[src/hw/rtl/cdstf_pkg.sv]
// Shared types and constants of the codeword bit destuffer.
package cdstf_pkg;

   localparam int unsigned BYTE_BITS = 8;
   localparam int unsigned STUFF_RUN = 5;
   localparam logic [2:0] END_FLAG_HELD = 3'd6;
   localparam logic [2:0] LAST_BIT_POS = 3'd7;

   // Configuration register indexes.
   localparam logic CSR_CODEWORD_LEN = 1'b0;
   localparam logic CSR_INFO_LEN = 1'b1;

   typedef enum logic [1:0] {
      ST_RUNNING   = 2'd0,
      ST_OK        = 2'd1,
      ST_STUFF_ERR = 2'd2,
      ST_NO_END    = 2'd3
   } cdstf_status_type;

   // Bit-level destuffing state carried from one byte to the next.
   typedef struct packed {
      logic [2:0] ones_run;
      logic       drop_next_zero;
      logic [7:0] partial_byte;
      logic [2:0] partial_bits;
   } cdstf_bits_type;

   typedef struct packed {
      logic [7:0]       out_byte;
      logic             byte_valid;
      cdstf_status_type status;
      logic [7:0]       out_count;
   } cdstf_result_type;

endpackage

[src/hw/rtl/cdstf_walk.sv]
// Combinational walk of one codeword byte through the destuffing rules.
module cdstf_walk (
   input  cdstf_pkg::cdstf_bits_type   bits_cur,
   input  logic [7:0]                  emitted_cur,
   input  logic [7:0]                  bytes_seen_cur,
   input  logic [7:0]                  code_byte,
   input  logic [7:0]                  codeword_len,
   input  logic [7:0]                  info_len,
   output cdstf_pkg::cdstf_bits_type   bits_nxt,
   output logic [7:0]                  bytes_seen_nxt,
   output cdstf_pkg::cdstf_result_type result
);
   import cdstf_pkg::*;

   always_comb begin
      cdstf_bits_type   st;
      logic [7:0]       cnt;
      logic [7:0]       seen;
      logic [7:0]       obyte;
      logic             valid;
      logic             done;
      logic             bit_v;
      cdstf_status_type status;

      st = bits_cur;
      cnt = emitted_cur;
      seen = bytes_seen_cur;
      obyte = '0;
      valid = 1'b0;
      done = 1'b0;
      bit_v = 1'b0;
      status = ST_RUNNING;

      if (bytes_seen_cur >= codeword_len) begin
         status = ST_NO_END;
      end else begin
         for (int i = 0; i < BYTE_BITS; i++) begin
            if (!done) begin
               bit_v = code_byte[i];
               if (st.drop_next_zero) begin
                  // Bit after five ones: a zero is stuffing, a one is a flag.
                  if (!bit_v) begin
                     st.drop_next_zero = 1'b0;
                  end else begin
                     status = (st.partial_bits == END_FLAG_HELD) ? ST_OK : ST_STUFF_ERR;
                     done = 1'b1;
                  end
               end else begin
                  if (bit_v) begin
                     if (st.ones_run == 3'(STUFF_RUN - 1)) begin
                        st.drop_next_zero = 1'b1;
                        st.ones_run = '0;
                     end else begin
                        st.ones_run = st.ones_run + 3'd1;
                     end
                  end else begin
                     st.ones_run = '0;
                  end
                  st.partial_byte[st.partial_bits] = bit_v;
                  if (st.partial_bits == LAST_BIT_POS) begin
                     valid = 1'b1;
                     obyte = st.partial_byte;
                     cnt = cnt + 8'd1;
                     st.partial_byte = '0;
                     st.partial_bits = '0;
                     if (cnt >= info_len) begin
                        status = ST_OK;
                        done = 1'b1;
                     end
                  end else begin
                     st.partial_bits = st.partial_bits + 3'd1;
                  end
               end
            end
         end
         seen = bytes_seen_cur + 8'd1;
         if (status == ST_RUNNING && seen >= codeword_len) begin
            status = ST_NO_END;
         end
      end

      bits_nxt = st;
      bytes_seen_nxt = seen;
      result.out_byte = obyte;
      result.byte_valid = valid;
      result.status = status;
      result.out_count = cnt;
   end

endmodule

[src/hw/rtl/codeword_bit_destuffer.sv]
// Top level of the codeword bit destuffer: request stage, frame state, response register.
//
// Usage: codeword bytes enter on the req_ channel, one request per byte, with
// req_frame_start high on the opening flag byte. The flag byte opens a frame
// and clears all destuffing state; it produces no response. Each later byte
// of an open frame produces exactly one response on the rsp_ channel carrying
// the destuffed byte completed in it (if any), the frame status and the count
// of bytes emitted so far. Bytes outside an open frame produce no response.
// Each request taken is registered in the request stage, walked through the
// eight bit steps and its response is registered in the response register.
// Throughput is one byte per cycle while rsp_stall is low, set by the single
// eight-step combinational walk between the request and response registers.
// When the receiver stalls, the response register holds, the request stage
// holds its byte and req_stall rises only while that stage is occupied, so
// one more byte is still taken. Reset is synchronous: it empties both stages,
// closes any frame and restores codeword_len to 255 and info_len to 239. The user
// must write configuration through csr_ while idle; the block does not enforce it.
module codeword_bit_destuffer (
   input  logic       clock,
   input  logic       reset,
   input  logic       req_valid,
   output logic       req_stall,
   input  logic       req_frame_start,
   input  logic [7:0] req_code_byte,
   output logic       rsp_valid,
   input  logic       rsp_stall,
   output logic [7:0] rsp_out_byte,
   output logic       rsp_byte_valid,
   output logic [1:0] rsp_status,
   output logic [7:0] rsp_out_count,
   input  logic       csr_write,
   input  logic       csr_index,
   input  logic [7:0] csr_data
);
   import cdstf_pkg::*;

   // Configuration registers.
   logic [7:0] codeword_len_ff, codeword_len_in;
   logic [7:0] info_len_ff, info_len_in;

   // Request stage.
   logic       req_hold_ff, req_hold_in;
   logic       start_ff;
   logic [7:0] code_ff;

   // Frame state.
   logic           frame_active_ff, frame_active_in;
   logic [7:0]     bytes_seen_ff, bytes_seen_in;
   logic [7:0]     emitted_ff, emitted_in;
   cdstf_bits_type bits_ff, bits_in;

   // Response register.
   logic             rsp_valid_ff, rsp_valid_in;
   cdstf_result_type rsp_ff;

   cdstf_bits_type   walk_bits;
   logic [7:0]       walk_seen;
   cdstf_result_type walk_result;

   logic advance;
   logic req_take;
   logic process;
   logic emit;

   // The request stage moves on whenever the response register is free or drains.
   assign advance  = !rsp_valid_ff || !rsp_stall;
   assign req_stall = req_hold_ff && !advance;
   assign req_take = req_valid && !req_stall;
   assign process  = req_hold_ff && advance;
   assign emit     = process && !start_ff && frame_active_ff;

   cdstf_walk u_walk (
      .bits_cur       (bits_ff),
      .emitted_cur    (emitted_ff),
      .bytes_seen_cur (bytes_seen_ff),
      .code_byte      (code_ff),
      .codeword_len   (codeword_len_ff),
      .info_len       (info_len_ff),
      .bits_nxt       (walk_bits),
      .bytes_seen_nxt (walk_seen),
      .result         (walk_result)
   );

   always_comb begin
      codeword_len_in = codeword_len_ff;
      info_len_in = info_len_ff;
      if (csr_write) begin
         unique case (csr_index)
            CSR_CODEWORD_LEN: codeword_len_in = csr_data;
            CSR_INFO_LEN:     info_len_in = csr_data;
            default:          ;
         endcase
      end
   end

   always_comb begin
      req_hold_in = req_hold_ff;
      if (req_take) begin
         req_hold_in = 1'b1;
      end else if (advance) begin
         req_hold_in = 1'b0;
      end
   end

   // A flag byte restarts the frame; a data byte of an open frame steps it,
   // and any final status closes it.
   always_comb begin
      frame_active_in = frame_active_ff;
      bytes_seen_in = bytes_seen_ff;
      emitted_in = emitted_ff;
      bits_in = bits_ff;
      if (process && start_ff) begin
         frame_active_in = 1'b1;
         bytes_seen_in = 8'd1;
         emitted_in = '0;
         bits_in = '0;
      end else if (emit) begin
         bytes_seen_in = walk_seen;
         emitted_in = walk_result.out_count;
         bits_in = walk_bits;
         frame_active_in = (walk_result.status == ST_RUNNING);
      end
   end

   always_comb begin
      rsp_valid_in = rsp_valid_ff;
      if (advance) begin
         rsp_valid_in = emit;
      end
   end

   always_ff @(posedge clock) begin
      if (reset) begin
         codeword_len_ff <= 8'd255;
         info_len_ff <= 8'd239;
         req_hold_ff <= 1'b0;
         frame_active_ff <= 1'b0;
         rsp_valid_ff <= 1'b0;
      end else begin
         codeword_len_ff <= codeword_len_in;
         info_len_ff <= info_len_in;
         req_hold_ff <= req_hold_in;
         frame_active_ff <= frame_active_in;
         rsp_valid_ff <= rsp_valid_in;
      end
   end

   always_ff @(posedge clock) begin
      bytes_seen_ff <= bytes_seen_in;
      emitted_ff <= emitted_in;
      bits_ff <= bits_in;
      if (req_take) begin
         start_ff <= req_frame_start;
         code_ff <= req_code_byte;
      end
      if (emit) begin
         rsp_ff <= walk_result;
      end
   end

   assign rsp_valid = rsp_valid_ff;
   assign rsp_out_byte = rsp_ff.out_byte;
   assign rsp_byte_valid = rsp_ff.byte_valid;
   assign rsp_status = rsp_ff.status;
   assign rsp_out_count = rsp_ff.out_count;

endmodule
[config.mk]
export PLATFORM = sky130hd
export DESIGN_NAME = codeword_bit_destuffer
export DESIGN_NICKNAME = d
export VERILOG_FILES = /design/src/hw/rtl/cdstf_pkg.sv /design/src/hw/rtl/cdstf_walk.sv /design/src/hw/rtl/codeword_bit_destuffer.sv
export SDC_FILE = /design/constraint.sdc
export NUM_CORES = 1
export LEC_CHECK = 0
export ABC_CLOCK_PERIOD_IN_PS = 18850
export BUFFER_PORTS_ARGS = -buffer_cell sky130_fd_sc_hd__buf_2
export CORE_MARGIN = 5
export CORE_UTILIZATION = 55
export CTS_CLUSTER_DIAMETER = 150
export DETAILED_ROUTE_END_ITERATION = 6
export GPL_TIMING_DRIVEN = 0
export PLACE_DENSITY = 0.72
export RECOVER_POWER = 25
export SLEW_MARGIN = 20
export SYNTH_ARGS = -nofsm -noshare
export SYNTH_HDL_FRONTEND = slang
export SYNTH_SLANG_ARGS = --single-unit
[constraint.sdc]
create_clock -name clock -period 18.85 [get_ports clock]
set_input_delay 3.77 -clock clock [delete_from_list [all_inputs] [get_ports clock]]
set_output_delay 3.77 -clock clock [all_outputs]
set_load 0.01 [all_outputs]
Yosys cells after proc, flatten, opt, wreduce, memory -nomap -nowiden
Cells that the tools add are included.
{"block": "op_classes", "add_sub_neg": 25, "n_lt_le_gt_ge": 26, "eq_ne": 24, "n_mux": 287, "n_bitwise": 2, "n_reduce_logical": 28}
{"operator": "$mux W8", "count": 64}
{"operator": "$mux W15", "count": 14}
{"operator": "$mux W1", "count": 103}
{"operator": "$mux W2", "count": 50}
{"operator": "$mux W3", "count": 32}
{"operator": "$mux W11", "count": 8}
{"operator": "$ge A8 B8 Y1", "count": 10}
{"operator": "$add A8 B1 Y8 const B", "count": 9}
{"operator": "$eq A3 B3 Y1 const B", "count": 24}
{"operator": "$bwmux W8", "count": 8}
{"operator": "$add A3 B1 Y3 const B", "count": 16}
{"operator": "$lt A3 B4 Y1 const B", "count": 8}
{"operator": "$demux W1 S3", "count": 8}
{"operator": "$ge A3 B1 Y1 const B", "count": 8}
{"operator": "$logic_and A1 B1 Y1", "count": 15}
{"operator": "$reduce_and A2 Y1", "count": 3}
{"operator": "$logic_not A1 Y1", "count": 5}
{"operator": "$logic_not A2 Y1", "count": 2}
{"operator": "$reduce_bool A2 Y1", "count": 2}
{"operator": "$not A1 Y1", "count": 2}
{"operator": "$logic_or A1 B1 Y1", "count": 1}
{"block": "totals", "register_bits": 78, "out_inout_bits": 21}

Logic depth before layout (Yosys ltp)
{"block": "depth", "ltp_word": 75, "ltp_mapped": 68}

By module
A second synthesis with hierarchy kept.
{"block": "unflattened", "cells_unflattened": 1649, "hier_area_um2": 12669.7}
{"mod": "cdstf_walk", "n_inst": 1, "cells_per_inst": 1461, "area_per_inst_um2": 10059.6}
{"mod": "codeword_bit_destuffer", "n_inst": 1, "cells_per_inst": 188, "area_per_inst_um2": 2610.0}

Worst setup path after synthesis
Ideal clock, no wire load.
{"block": "synth_timing", "path_kind": "reg-to-reg", "from": "reg emitted_ff[0]", "to": "reg rsp_ff (netlist bit rsp_out_count[6]) (data pin)", "setup_time_ps": 152, "arrival_ps": 13073, "required_ps": 18698, "slack_ps": 5625, "stages_incl_launch_ff": 57, "n_path_buf": 6, "period_less_slack_ps": 13225, "path_cell_list": "dfxtp_1 clkbuf_1 nand3_1 inv_1 nand3_1 nor2_1 xor2_1 ha_1 nand2_1 o21ai_0 a21oi_1 o21ai_1 mux2_2 inv_1 clkbuf_1 ha_1 ha_1 clkbuf_1 [... 21 more ...] o21ai_0 a41o_1 nand2_1 xnor2_1 ha_1 a21o_1 a31oi_4 nand2_1 mux2i_1 clkbuf_1 ha_1 ha_1 clkinv_1 or3_1 or3_1 or4b_4 or4_1 a31oi_1"}
{"item": "from (decl)", "line_no": "codeword_bit_destuffer.sv:49", "source": "logic [7:0] emitted_ff, emitted_in;"}
{"item": "from (signal assigned)", "line_no": "codeword_bit_destuffer.sv:150", "source": "emitted_ff <= emitted_in;"}
{"item": "to (signal assigned)", "line_no": "codeword_bit_destuffer.sv:157", "source": "rsp_ff <= walk_result;"}
{"item": "to (decl)", "line_no": "codeword_bit_destuffer.sv:54", "source": "cdstf_result_type rsp_ff;"}

Final worst setup path
{"block": "layout_timing", "from": "reg emitted_ff[0]", "to": "reg frame_active_ff"}
{"block": "layout_between", "elab_chain_len": 49, "elab_cells_between_ends": 205, "cone_classes": "add/sub (17); order compare (8); eq/ne (17); mux (160); reduce/logical (3)"}
{"item": "branches (longest 40 deep; another with $add A8 B1 Y8)"}
{"item": "$mux W2 *", "line_no": "cdstf_walk.sv:38", "source": "if (!done) begin"}
{"item": "$mux W2 *", "line_no": "cdstf_walk.sv:34", "source": "if (bytes_seen_cur >= codeword_len) begin"}
{"item": "$logic_not A2 Y1", "line_no": "cdstf_walk.sv:77", "source": "if (status == ST_RUNNING && seen >= codeword_len) begin"}
{"item": "$logic_and A1 B1 Y1", "line_no": "cdstf_walk.sv:77"}
{"item": "$mux W2 *", "line_no": "cdstf_walk.sv:77"}
{"item": "$mux W2 *", "line_no": "cdstf_walk.sv:34"}
{"item": "$logic_not A2 Y1 *", "line_no": "codeword_bit_destuffer.sv:121", "source": "frame_active_in = (walk_result.status == ST_RUNNING);"}
{"item": "$mux W1 *", "line_no": "codeword_bit_destuffer.sv:117", "source": "end else if (emit) begin"}
{"item": "$mux W1 *", "line_no": "codeword_bit_destuffer.sv:112", "source": "if (process && start_ff) begin"}
{"item": "to (signal assigned)", "line_no": "codeword_bit_destuffer.sv:143", "source": "frame_active_ff <= frame_active_in;"}
{"item": "to (decl)", "line_no": "codeword_bit_destuffer.sv:47", "source": "logic frame_active_ff, frame_active_in;"}
Mark *: on every way between the ends. The select of a mux whose other input is x is not followed.
A chain may end at the register's enable or synchronous reset.

==> reports/metrics.cfg <==
[cts]
htreeDepth = 3
cts_setup_buffers = 0
clk_pin_slew_ps = 80
cts_root_buf = clkbuf_16
cts_resized = 0
clk_latency_ps = 360
cts_buffer_depth = 2
cts_hold_buf = 0
clock_sinks = 78
cts_made_buffers = 9
cts_tree = built

[place]
dp_hpwl_um = 31800
place_congestion = 0.971
port-buffer-count = 42

[cells_and_area]
final_core_utilization = 0.597
nFillCells = 2058
multi_input_area_um2 = 9580
drive_gt1_frac = 0.0685
syn2layout_area_growth_pct = 7.28
nNetsFinal = 1836
antenna_cells = 0
seqCellArea_um2 = 1840

[critical_path]
worst-setup-path-type = flip-flop to flip-flop
timing.rr.end = frame_active_ff
cp_data_arrival_time_ps = 17250
path_max_fanout = 11
cp_num_buf_inv = 8
worstSetupEndpointType = flip-flop
reg2reg_depth = 64
crit_required_ps = 19130
crit_family = compound AO/OA/AOI/OAI gates
crit_slowest_cell = a21oi_1
cp-start-kind = flip-flop
cp_common_cell = ha_1
r2r_slack_ps = 1870
cpPeakStageDelay_ps = 760
r2r_start = emitted_ff[0]

[floorplanning]
initial_core_util = 0.556
ioPinCount = 44
row_count = 54
core_um2 = 21800
fp.dieH_um = 158
fp.dieW_um = 158
dieArea_um2 = 25100

[logic_synthesis]
syn_nets = 1783
yosys-top-cells-count = 156 x nand2_1, 125 x ha_1, 109 x o21ai_0, 103 x nor2_1, 94 x a21oi_1
avgSynthCellArea_um2 = 7.40
synth_edf_count = 28
synthMostInstantiatedCell = nand2_1
syn_area_um2 = 12100
netlist_instances = 1635
synth-async-reset-ratio = 0
ys_ff_latch = 78
synth_top_area_frac = 0.129
synthDistinctLibCells = 99
synth_ff_type = dfxtp_1
synth_area_leader_cell = ha_1
ys_warn_count = 0
seq_area_frac_synth = 0.152
synth_area_leaders = ha_1 13%, dfxtp_1 8.3%, edfxtp_1 6.9%

[global_routing]
grt_first_pass_wirelength_um = 63800
grt_max_degree = 21
grt_pass1_vias = 12128
overflow = 0
track_usage = 0.315
antenna_found_initial = 0

[timing]
slew_viol_final = 0
max_slew_margin = 0.338
finalHoldViolations = 0
rsz0062_at_grt = false
min_period_ps = 16980
setup_viol = 0
finalClockSkew_ps = 17.8
worst_pin_slew_ps = 983
fmax_ghz = 0.0589
fin_setup_tns_ps = 0
fin_crit_sh = 0.901

[min_path]
worstHoldPathCells = 2
hp-class = flip-flop to flip-flop
holdPathEnd = info_len_ff[4]
hp-start = info_len_ff[4]

[detailed_routing]
viasPerCell = 6.60
drc = 0
drt_first_pass_iters = 7
totalWireLength_um = 39900
antenna_left = 0
num_vias = 13025
wl_per_cell_um = 20.2
drtIter0Drc = 1345

[run_status]
status = finished clean

[job]
drv_cap = 0

how the worst max path moves through the flow:
| stage | endpoint | cells past startpoint | slack, ps | from |
|---|---|---|---|---|
| after CTS | rsp_out_count[6] | 56 | 2230 | emitted_ff[0] |
| after global routing | frame_active_ff | 64 | 720 | emitted_ff[0] |
| after global placement | rsp_out_count[6] | 56 | 2400 | emitted_ff[0] |
| after floorplan | rsp_out_count[6] | 56 | 5620 | emitted_ff[0] |
| final | frame_active_ff | 64 | 1870 | emitted_ff[0] |
| after detailed placement | rsp_out_count[6] | 56 | 2320 | emitted_ff[0] |
routing by layer:
layer	global-route usage	vias up	wire length, µm
li1	-	6262	-
met5	0	-	0
met1	0.428	6087	17300
met4	0.0890	0	1080
met3	0.0552	90	3670
met2	0.514	586	17900
kinds of logic (layout without fill, tap and decap cells):
group | after synthesis | count (layout) | share of synthesized area
flops | 78 | 78 | 0.152
xor+xnor | 98 | 98 | 0.0765
fa+ha+maj | 125 | 125 | 0.129
buf+inv | 177 | 235 | 0.0581
mux | 56 | 56 | 0.0477
simple gates | 574 | 574 | 0.236
compound gates | 527 | 527 | 0.300
per-stage QoR:
| step | cell area, µm² | hold WS [ps] | setup slack [ps] | cells |
|---|---|---|---|---|
| global placement | 12700 | 444 | 2400 | 1957 |
| floorplan | 12100 | 435 | 5620 | 1635 |
| global route | 13000 | 486 | 721 | 1973 |
| detailed placement | 12700 | 451 | 2320 | 1957 |
| CTS | 13000 | 469 | 2230 | 1973 |
| finish | 13000 | 462 | 1870 | 1973 |
worst register-to-register path, delay by kind of cell (launching register included):
| family | cells | cell delay, ps |
|---|---|---|
| fa+ha+maj | 8 | 1850 |
| compound gates | 22 | 6190 |
| xor+xnor | 6 | 1260 |
| mux | 3 | 1110 |
| buf+inv | 8 | 2200 |
| simple gates | 17 | 3820 |
| flops | 1 | 420 |
cells in the final DEF (no fill, tap or decap), types with 7 or more instances in the layout:
cell / Yosys / layout
nor3_1: 63 / 62
a21o_1: 25 / 25
a21oi_1: 94 / 94
clkinv_1: 8 / 8
and2_1: 17 / 17
buf_2: 5 / 34
or3_1: 24 / 24
a211o_1: 26 / 26
edfxtp_1: 28 / 28
nand3_1: 75 / 75
xnor2_1: 60 / 60
a211oi_1: 29 / 29
o21ai_0: 109 / 109
a22oi_1: 8 / 8
inv_1: 74 / 74
a31oi_1: 46 / 46
o22ai_1: 7 / 7
o21a_1: 8 / 8
dfxtp_1: 50 / 50
o2bb2ai_1: 9 / 9
or4_1: 10 / 10
o211ai_1: 41 / 41
nand2b_1: 19 / 19
nand2_1: 156 / 156
o31ai_1: 23 / 23
nor2_1: 103 / 103
and3_1: 24 / 24
nor4_1: 23 / 22
nand4_1: 13 / 13
mux2_2: 11 / 11
nor2b_1: 11 / 10
clkbuf_16: 0 / 10
ha_1: 125 / 125
xor2_1: 33 / 33
mux2i_1: 44 / 44
clkbuf_1: 74 / 88
layout make-up:
| cell class | count | area share |
|---|---|---|
| multi-input combinational | 1380 | 0.737 |
| sequential | 78 | 0.142 |
| buffer | 89 | 0.0285 |
| tap | 280 | 0.0270 |
| inverter | 88 | 0.0256 |
| clock buffer | 10 | 0.0193 |
| timing repair buffer | 42 | 0.0149 |
| clock inverter | 6 | 0.00559 |
flip-flops by register name, indices dropped and copies added, names as in the netlist, 2 cells and up:
name,count
bits_ff,15
bytes_seen_ff,8
code_ff,8
codeword_len_ff,8
emitted_ff,8
info_len_ff,8
rsp_out_byte,8
rsp_out_count,8
rsp_status,2
Power is left out: the tool's default activity adds up to more than one toggle a clock period on the data nets, which glitch-free logic cannot reach.
